## config.mk

```make
export PLATFORM = sky130hd
export DESIGN_NAME = utf8_stream_decoder
export DESIGN_NICKNAME = d
export VERILOG_FILES = /design/src/hw/rtl/utf8sd_pkg.sv /design/src/hw/rtl/utf8sd_front.sv /design/src/hw/rtl/utf8sd_queue.sv /design/src/hw/rtl/utf8sd_back.sv /design/src/hw/rtl/utf8_stream_decoder.sv
export SDC_FILE = /design/constraint.sdc
export NUM_CORES = 1
export LEC_CHECK = 0
export ABC_CLOCK_PERIOD_IN_PS = 4150
export BUFFER_PORTS_ARGS = -buffer_cell sky130_fd_sc_hd__buf_2
export CORE_MARGIN = 8
export CORE_UTILIZATION = 30
export DETAILED_ROUTE_END_ITERATION = 8
export GPL_TIMING_DRIVEN = 0
export SYNTH_ARGS = -nofsm -noshare
export SYNTH_HDL_FRONTEND = slang
export SYNTH_SLANG_ARGS = --single-unit
```

## constraint.sdc

```tcl
create_clock -name clock -period 4.15 [get_ports clock]
set_clock_uncertainty 0.1 [all_clocks]
set_input_delay 0.2075 -clock clock [delete_from_list [all_inputs] [get_ports clock]]
set_output_delay 0.2075 -clock clock [all_outputs]
set_load 0.01 [all_outputs]
```

## src/hw/rtl/utf8sd_pkg.sv

```systemverilog
`default_nettype none

package utf8sd_pkg;

   localparam int unsigned CpW    = 21;
   localparam int unsigned QDepth = 4;
   localparam int unsigned QPtrW  = $clog2(QDepth);
   localparam int unsigned QCntW  = $clog2(QDepth + 1);

   localparam logic [CpW-1:0] SpaceCp = 21'h000020;

   // One queue entry: a run of spaces for dropped bytes, then an optional code point.
   typedef struct packed {
      logic [1:0]     spaces;
      logic           has_tail;
      logic [CpW-1:0] tail;
   } job_type;

   typedef struct packed {
      logic not_full;
      logic not_empty;
   } queue_status_type;

endpackage

`default_nettype wire

```

## src/hw/rtl/utf8sd_front.sv

```systemverilog
`default_nettype none

module utf8sd_front
   import utf8sd_pkg::*;
(
   input  wire logic           clock,
   input  wire logic           reset,
   input  wire logic           accept,
   input  wire logic [7:0]     req_data_byte,
   input  wire logic           req_end_of_text,
   output      logic           push,
   output      job_type        job
);

   logic [1:0]     held_ff, held_in;
   logic [1:0]     need_ff, need_in;
   logic [CpW-1:0] acc_ff, acc_in;
   logic [CpW-1:0] acc_next;
   logic           is_cont;
   logic           start;

   assign is_cont  = (req_data_byte & 8'hC0) == 8'h80;
   assign acc_next = {acc_ff[CpW-7:0], req_data_byte[5:0]};

   always_comb begin
      held_in      = held_ff;
      need_in      = need_ff;
      acc_in       = acc_ff;
      job.spaces   = 2'd0;
      job.has_tail = 1'b0;
      job.tail     = '0;
      start        = 1'b0;

      if (req_end_of_text) begin
         job.spaces = held_ff;
         held_in    = 2'd0;
         need_in    = 2'd0;
         acc_in     = '0;
      end else if (held_ff != 2'd0 && need_ff != 2'd0) begin
         if (is_cont) begin
            acc_in  = acc_next;
            held_in = held_ff + 2'd1;
            need_in = need_ff - 2'd1;
            if (need_ff == 2'd1) begin
               job.has_tail = 1'b1;
               job.tail     = acc_next;
               held_in      = 2'd0;
               need_in      = 2'd0;
               acc_in       = '0;
            end
         end else begin
            // drop the open sequence, then treat this byte as a new lead
            job.spaces = held_ff;
            held_in    = 2'd0;
            need_in    = 2'd0;
            acc_in     = '0;
            start      = 1'b1;
         end
      end else begin
         held_in = 2'd0;
         need_in = 2'd0;
         acc_in  = '0;
         start   = 1'b1;
      end

      if (start) begin
         case (req_data_byte) inside
            8'b0???_????: begin
               job.has_tail = 1'b1;
               job.tail     = {{(CpW-8){1'b0}}, req_data_byte};
            end
            8'b110?_????: begin
               acc_in  = {{(CpW-5){1'b0}}, req_data_byte[4:0]};
               held_in = 2'd1;
               need_in = 2'd1;
            end
            8'b1110_????: begin
               acc_in  = {{(CpW-4){1'b0}}, req_data_byte[3:0]};
               held_in = 2'd1;
               need_in = 2'd2;
            end
            8'b1111_0???: begin
               acc_in  = {{(CpW-3){1'b0}}, req_data_byte[2:0]};
               held_in = 2'd1;
               need_in = 2'd3;
            end
            default: begin
               job.has_tail = 1'b1;
               job.tail     = SpaceCp;
            end
         endcase
      end
   end

   assign push = accept && (job.spaces != 2'd0 || job.has_tail);

   always_ff @(posedge clock) begin
      if (reset) begin
         held_ff <= 2'd0;
         need_ff <= 2'd0;
         acc_ff  <= '0;
      end else if (accept) begin
         held_ff <= held_in;
         need_ff <= need_in;
         acc_ff  <= acc_in;
      end
   end

endmodule

`default_nettype wire

```

## src/hw/rtl/utf8sd_queue.sv

```systemverilog
`default_nettype none

module utf8sd_queue
   import utf8sd_pkg::*;
(
   input  wire logic       clock,
   input  wire logic       reset,
   input  wire logic       push,
   input  wire job_type    push_job,
   input  wire logic       pop,
   output job_type         head_job,
   output queue_status_type status
);

   job_type          slot_ff [QDepth];
   logic [QPtrW-1:0] wr_ptr_ff, wr_ptr_in;
   logic [QPtrW-1:0] rd_ptr_ff, rd_ptr_in;
   logic [QCntW-1:0] count_ff, count_in;

   assign status.not_full  = count_ff != QCntW'(QDepth);
   assign status.not_empty = count_ff != '0;
   assign head_job         = slot_ff[rd_ptr_ff];

   always_comb begin
      wr_ptr_in = wr_ptr_ff;
      rd_ptr_in = rd_ptr_ff;
      count_in  = count_ff;
      if (push) begin
         wr_ptr_in = wr_ptr_ff + QPtrW'(1);
      end
      if (pop) begin
         rd_ptr_in = rd_ptr_ff + QPtrW'(1);
      end
      if (push && !pop) begin
         count_in = count_ff + QCntW'(1);
      end else if (pop && !push) begin
         count_in = count_ff - QCntW'(1);
      end
   end

   always_ff @(posedge clock) begin
      if (push) begin
         slot_ff[wr_ptr_ff] <= push_job;
      end
   end

   always_ff @(posedge clock) begin
      if (reset) begin
         wr_ptr_ff <= '0;
         rd_ptr_ff <= '0;
         count_ff  <= '0;
      end else begin
         wr_ptr_ff <= wr_ptr_in;
         rd_ptr_ff <= rd_ptr_in;
         count_ff  <= count_in;
      end
   end

endmodule

`default_nettype wire

```

## src/hw/rtl/utf8sd_back.sv

```systemverilog
`default_nettype none

module utf8sd_back
   import utf8sd_pkg::*;
(
   input  wire logic           clock,
   input  wire logic           reset,
   input  wire job_type        head_job,
   input  wire logic           head_valid,
   output      logic           pop,
   output      logic           rsp_valid,
   input  wire logic           rsp_ready,
   output      logic [CpW-1:0] rsp_code_point,
   output      logic           rsp_last_in_run
);

   logic [1:0]     sent_ff, sent_in;
   logic           valid_ff, valid_in;
   logic [CpW-1:0] cp_ff, cp_in;
   logic           last_ff, last_in;
   logic           load;
   logic           is_space;
   logic           is_last;

   assign load     = head_valid && (!valid_ff || rsp_ready);
   assign is_space = sent_ff < head_job.spaces;
   assign is_last  = head_job.has_tail ? (sent_ff == head_job.spaces)
                                       : (sent_ff + 2'd1 == head_job.spaces);
   assign pop      = load && is_last;

   always_comb begin
      sent_in  = sent_ff;
      valid_in = valid_ff;
      cp_in    = cp_ff;
      last_in  = last_ff;
      if (load) begin
         valid_in = 1'b1;
         cp_in    = is_space ? SpaceCp : head_job.tail;
         last_in  = is_last;
         // advance through the job, restart at zero once its last result is out
         sent_in  = is_last ? 2'd0 : sent_ff + 2'd1;
      end else if (rsp_ready) begin
         valid_in = 1'b0;
      end
   end

   always_ff @(posedge clock) begin
      if (reset) begin
         sent_ff  <= 2'd0;
         valid_ff <= 1'b0;
      end else begin
         sent_ff  <= sent_in;
         valid_ff <= valid_in;
      end
      cp_ff   <= cp_in;
      last_ff <= last_in;
   end

   assign rsp_valid       = valid_ff;
   assign rsp_code_point  = cp_ff;
   assign rsp_last_in_run = last_ff;

endmodule

`default_nettype wire

```

## src/hw/rtl/utf8_stream_decoder.sv

```systemverilog
// An item's first result goes through the job queue and then the output register.
// One result per cycle leaves the output register while rsp_ready is high and jobs
// wait; an item is taken every cycle while the queue is not full.
// A four-entry job queue between decoder and output register absorbs stalls.
// Reset (synchronous, active high) clears the sequence state, the queue and rsp_valid.
`default_nettype none

module utf8_stream_decoder
   import utf8sd_pkg::*;
(
   input  wire logic           clock,
   input  wire logic           reset,
   input  wire logic           req_valid,
   output      logic           req_ready,
   input  wire logic [7:0]     req_data_byte,
   input  wire logic           req_end_of_text,
   output      logic           rsp_valid,
   input  wire logic           rsp_ready,
   output      logic [CpW-1:0] rsp_code_point,
   output      logic           rsp_last_in_run
);

   job_type          new_job;
   job_type          head_job;
   queue_status_type q_status;
   logic             push;
   logic             pop;
   logic             accept;

   assign req_ready = q_status.not_full;
   assign accept    = req_valid && req_ready;

   utf8sd_front u_front (
      .clock           (clock),
      .reset           (reset),
      .accept          (accept),
      .req_data_byte   (req_data_byte),
      .req_end_of_text (req_end_of_text),
      .push            (push),
      .job             (new_job)
   );

   utf8sd_queue u_queue (
      .clock    (clock),
      .reset    (reset),
      .push     (push),
      .push_job (new_job),
      .pop      (pop),
      .head_job (head_job),
      .status   (q_status)
   );

   utf8sd_back u_back (
      .clock           (clock),
      .reset           (reset),
      .head_job        (head_job),
      .head_valid      (q_status.not_empty),
      .pop             (pop),
      .rsp_valid       (rsp_valid),
      .rsp_ready       (rsp_ready),
      .rsp_code_point  (rsp_code_point),
      .rsp_last_in_run (rsp_last_in_run)
   );

endmodule

`default_nettype wire

```

# Word-level counts from Yosys, hierarchy flattened
# Memories as Yosys holds them, arrays and structs flattened. A register that Yosys moved wholly into a read port is not among the register bits.
# Cells that the tools add are included.
[totals]
regBits = 51
ramBits = 96
output_inout_bits = 24
mem_count = 1
[mem_list]
columns = ["name", "depth", "word_bits", "read_ports", "rd_clocked_by_memory_dff", "write_ports", "line", "text"]
rows = [
  ["u_queue.slot_ff", 4, 24, 1, 1, 1, "utf8sd_queue.sv:15", "job_type slot_ff [QDepth];"],
]
[classes]
addsub = 7
n_lt_le_gt_ge = 1
n_eq_ne = 8
n_mux = 51
reduce_logical = 18
[ops]
columns = ["operator", "n"]
rows = [
  ["$mux 22", 8],
  ["$mux 15", 9],
  ["$mux 2", 23],
  ["$mux 24", 1],
  ["$reduce_bool 2->1", 5],
  ["$add 2x1->2 const B", 4],
  ["$mux 1", 8],
  ["$logic_and 1x1->1", 7],
  ["$mux 3", 2],
  ["$eq 5x5->1 const B", 1],
  ["$eq 2x2->1", 2],
  ["$eq 4x4->1 const B", 1],
  ["$add 3x1->3 const B", 1],
  ["$eq 3x3->1 const B", 1],
  ["$logic_not 1->1", 3],
  ["$ne 3x3->1 const B", 1],
  ["$reduce_bool 3->1", 1],
  ["$sub 3x1->3 const B", 1],
  ["$eq 2x1->1 const B", 1],
  ["$eq 2x2->1 const B", 1],
  ["$logic_or 1x1->1", 2],
  ["$lt 2x2->1", 1],
  ["$sub 2x1->2 const B", 1],
]

# Logic depth before layout (Yosys ltp)
[depth]
word_depth = 16
ltp_mapped = 13

# Modules after synthesis
# From an unflattened synthesis, not the netlist that was laid out.
[hier_totals]
hier_cells = 398
hier_area_um2 = 6153.4
[by_module_without_submodules]
columns = ["module", "n_inst", "cells_each", "area_each_um2"]
rows = [
  ["utf8sd_queue", 1, 171, 3933.8],
  ["utf8sd_front", 1, 153, 1198.6],
  ["utf8sd_back", 1, 73, 1014.7],
  ["utf8_stream_decoder", 1, 1, 6.3],
]

# Least setup slack after synthesis
# OpenSTA, ideal clock, no wires.
[synth_path]
kind = "flip-flop to flip-flop"
start = "register with a tool-made name"
end = "register u_queue.count_ff[2]"
setup_time_ps = 71
arrival_time_ps = 3077
required_ps = 3979
path_slack_ps = 902
stages_incl_launch_ff = 14
n_path_buf = 2
period_less_slack_ps = 3248
cell_sequence = "dfxtp_1 buf_6 buf_2 mux4_2 ha_1 nand3_1 o31ai_2 nand2_1 ha_1 inv_1 fa_1 xor2_1 or3_1 a21oi_1"
[synth_lines]
columns = ["element", "line", "text"]
rows = [
  ["to (signal assigned)", "utf8sd_queue.sv:55", "count_ff <= count_in;"],
  ["to (decl)", "utf8sd_queue.sv:18", "logic [QCntW-1:0] count_ff, count_in;"],
]

==> metrics.cfg <==
[sta]
worst_hold_slack_ns = 0.00928
rsz0062_at_grt = no
period_minus_slack_ns = 3.66
worst_slew_margin_rel_pct = 13.2
hold_viol = 0
tightest_slew_ns = 1.30
worst_slack_ns = 0.494
setup_viol = 0
final.setup.tns_ns = 0
post-route-period-util_pct = 88.1
slew_viol_final = 0
timing.fmax_mhz = 274

[grt]
grt-ovfl-total = 0
grt_usage_pct = 10.2
antenna_found_initial = 1
met2_usage_pct = 17.5
use_met1_pct = 11.6
met3_usage_pct = 3.23
grt_pass1_vias = 3457
grt_max_degree = 25
grt_pass1_wl_um = 18800
grt_busiest_layer = met2

[clocking]
post_cts.repair.setup_buffers = 0
insertion_delay_ns = 0.41
clockBufferDepth = 2
numCtsBuffers = 17
cts_sinks = 149
clkSlewWorstSetupHoldPaths_ns = 0.06
cts_max_level = 4
cts_tree = done
cts_root_buf = clkbuf_16

[synth]
ys_seq_elements = 149
syn_avg_cell_area_um2 = 15.4
synth_top_family_by_area = simple AND/OR/NAND/NOR gates
syn-instance-count = 387
synth-async-reset-ratio_pct = 0
synth_cell_type_count = 38
synthAdderAreaFrac_pct = 2.44
syn_nets = 411
synth_edf_count = 118
synth_compound_area_share_pct = 4.27
seq_area_frac_synth_pct = 70.0
synth_xor_area_share_pct = 1.16
yosys-mux-area-fraction_pct = 9.43
synth_area_um2 = 5940
yosys.area_share.simple_pct = 10.4
ys_warn_count = 0
synthFlopType = edfxtp_1

[finish]
layout_common_cells = edfxtp_1, buf_2, dfxtp_1
n_antenna_cell = 0
final_area_um2 = 7080
area_growth_pct = 19.2
layout.nets = 468
final_common_cell = edfxtp_1
drive_gt1_share_pct = 22.1
instances_no_fill = 722

[route]
dr.pass1.iters = 5
wl_um = 11800
postRouteAntennaNets = 0
num_vias = 3301
drt-initial-drc-count = 236
drc = 0
wire_per_inst_um = 16.3
viasPerCell = 4.57

[floorplan]
dieArea_um2 = 24600
fp.dieW_um = 157
initial_core_util_pct = 30.5
ios = 37
die_h_um = 157
coreArea_um2 = 19500
rows = 51

[worst_setup_path]
end_kind = register
path_cells = buf_6 > buf_2 > mux4_2 > ha_1 > o31ai_2 > nand2_1 > ha_1 > inv_1 > fa_1 > xor2_1 > or3_1 > a21oi_1
rrSetupSlack_ns = 0.49
cp_max_fo = 10
reg2reg_to = u_queue.count_ff[2]
cp-endpoint = u_queue.count_ff[2]
crit_slowest_cell = mux4_2
arrival_ns = 3.89
worst_setup_path_start_kind = register
r2r_cells = 12
cpPeakStageDelay_ns = 0.59
critPathRequiredTime_ns = 4.39
critPathKind = register to register
critPathMostFrequentCell = ha_1

[power_and_ir_drop]
powerDensity_nw_per_um2 = 630
comb_power_share_pct = 22.2
switching_share_pct = 28.1
p_int_mw = 3.21
pwr-share-clk_pct = 34.4
p_switching_mw = 1.25
leakagePower_nw = 2.44
peakVddDrop_v = 0.000244
seqPwrFrac_pct = 43.4

[min_path]
hold_path.class = input pin to register

[place]
dp_hpwl_um = 7630
place_inst = 687
port_buffers = 35
dp_worst_setup_slack_ns = 0.214
place_area_um2 = 6450
gp_congestion = 0.822

[run_status]
outcome = finished, final reports clean

[job]
max_cap_viol_count = 0

-- stage by stage --
stage | utilization, % | total power, mW
2_1_floorplan | - | 2.64
3_3_place_gp | 33.1 | 2.96
3_5_place_dp | 33.1 | 2.99
4_1_cts | 36.4 | 4.53
5_1_grt | 36.4 | 4.70
6_report | 36.4 | 4.46
-- routing by layer --
layer | routed length, um | vias to the layer above | part of all wire [%]
li1 | - | 1556 | -
met1 | 5040 | 1661 | 43
met2 | 5930 | 71 | 50
met3 | 623 | 11 | 5.3
met4 | 153 | 2 | 1.3
met5 | 10 | - | 0.085
-- critical path, delay by kind of cell, from the launching register on --
kind | cells | cell delay, ns
adder cells (fa/ha/maj) | 3 | 0.81
buffers and inverters | 3 | 0.59
multiplexers | 1 | 0.59
AO/OA/AOI/OAI | 2 | 0.59
AND/OR/NAND/NOR | 2 | 0.48
flip-flops | 1 | 0.32
XOR/XNOR | 1 | 0.08
-- synthesized netlist by cell type, types with 3 or more instances --
library cell    n  share of area (%)
edfxtp_1      118                 60
dfxtp_1        31                 10
nor2b_1        27                2.8
a21oi_1        24                2.0
mux4_2         24                9.1
nand2_1        23                1.5
nor2_1         21                1.3
nand3_1        16                1.3
and3_1         15                1.6
clkbuf_1       14               0.88
inv_1          13               0.82
ha_1           10                2.1
and2_1          7               0.74
o21ai_0         6               0.51
a22oi_1         3               0.38
buf_2           3               0.25
xnor2_1         3               0.44
xor2_1          3               0.44
-- worst min-delay path by stage --
stage,startpoint,to,slack (ns),cells after the start
after global placement,u_front.acc_ff[12],u_front.acc_ff[12],0.34,2
final,req_data_byte[2],u_front.acc_ff[2],0.009,3
after floorplan,req_data_byte[0],u_front.acc_ff[0],0.26,2
after CTS,req_data_byte[2],u_front.acc_ff[2],0.004,3
after global routing,req_data_byte[4],u_front.acc_ff[4],0.04,3
after detailed placement,u_front.acc_ff[12],u_front.acc_ff[12],0.34,2
-- layout make-up --
| cell class | count | area, um2 |
|---|---|---|
| Fill cell | 1808 | 12400 |
| Tap cell | 265 | 332 |
| Timing Repair Buffer | 38 | 205 |
| Inverter | 13 | 48.8 |
| Buffer | 19 | 87.6 |
| Clock inverter | 13 | 146 |
| Sequential cell | 149 | 4160 |
| Clock buffer | 19 | 453 |
| Multi-Input combinational cell | 206 | 1650 |
-- repair_timing --
item | 4_1_cts | 5_1_grt
endpoints found under the hold margin | 3 | 0
endpoints found under the setup margin | 0 | 1
hold buffers | 3 | 0
resized for setup | 0 | 2
-- power groups by stage --
| stage | combinational [mW] | sequential, mW | clock, mW |
|---|---|---|---|
| 2_1_floorplan | 0.621 | 2.02 | 0 |
| 3_3_place_gp | 0.998 | 1.96 | 0 |
| 3_5_place_dp | 1.02 | 1.97 | 0 |
| 4_1_cts | 1.03 | 1.94 | 1.56 |
| 5_1_grt | 1.11 | 1.96 | 1.63 |
| 6_report | 0.992 | 1.94 | 1.54 |
-- kinds of logic (layout without fill, tap and decap cells) --
kind of cell,count (synthesis),count (layout)
fa+ha+maj,11,11
mux,26,26
flops,149,149
simple gates,119,119
compound gates,43,43
xor+xnor,7,7
buf+inv,32,102
-- flip-flops by register name, summed over array words and instances, names as in the netlist, named ones only --
register                count
u_back.sent_ff              2
u_front.need_ff             2
u_queue.slot_ff            96
u_queue.rd_ptr_ff           2
u_back.rsp_code_point      21
u_front.held_ff             2
u_queue.wr_ptr_ff           2
u_back.rsp_valid            1
u_back.rsp_last_in_run      1
u_queue.count_ff            3
u_front.acc_ff             15
Power figures use the tool's default switching activity.
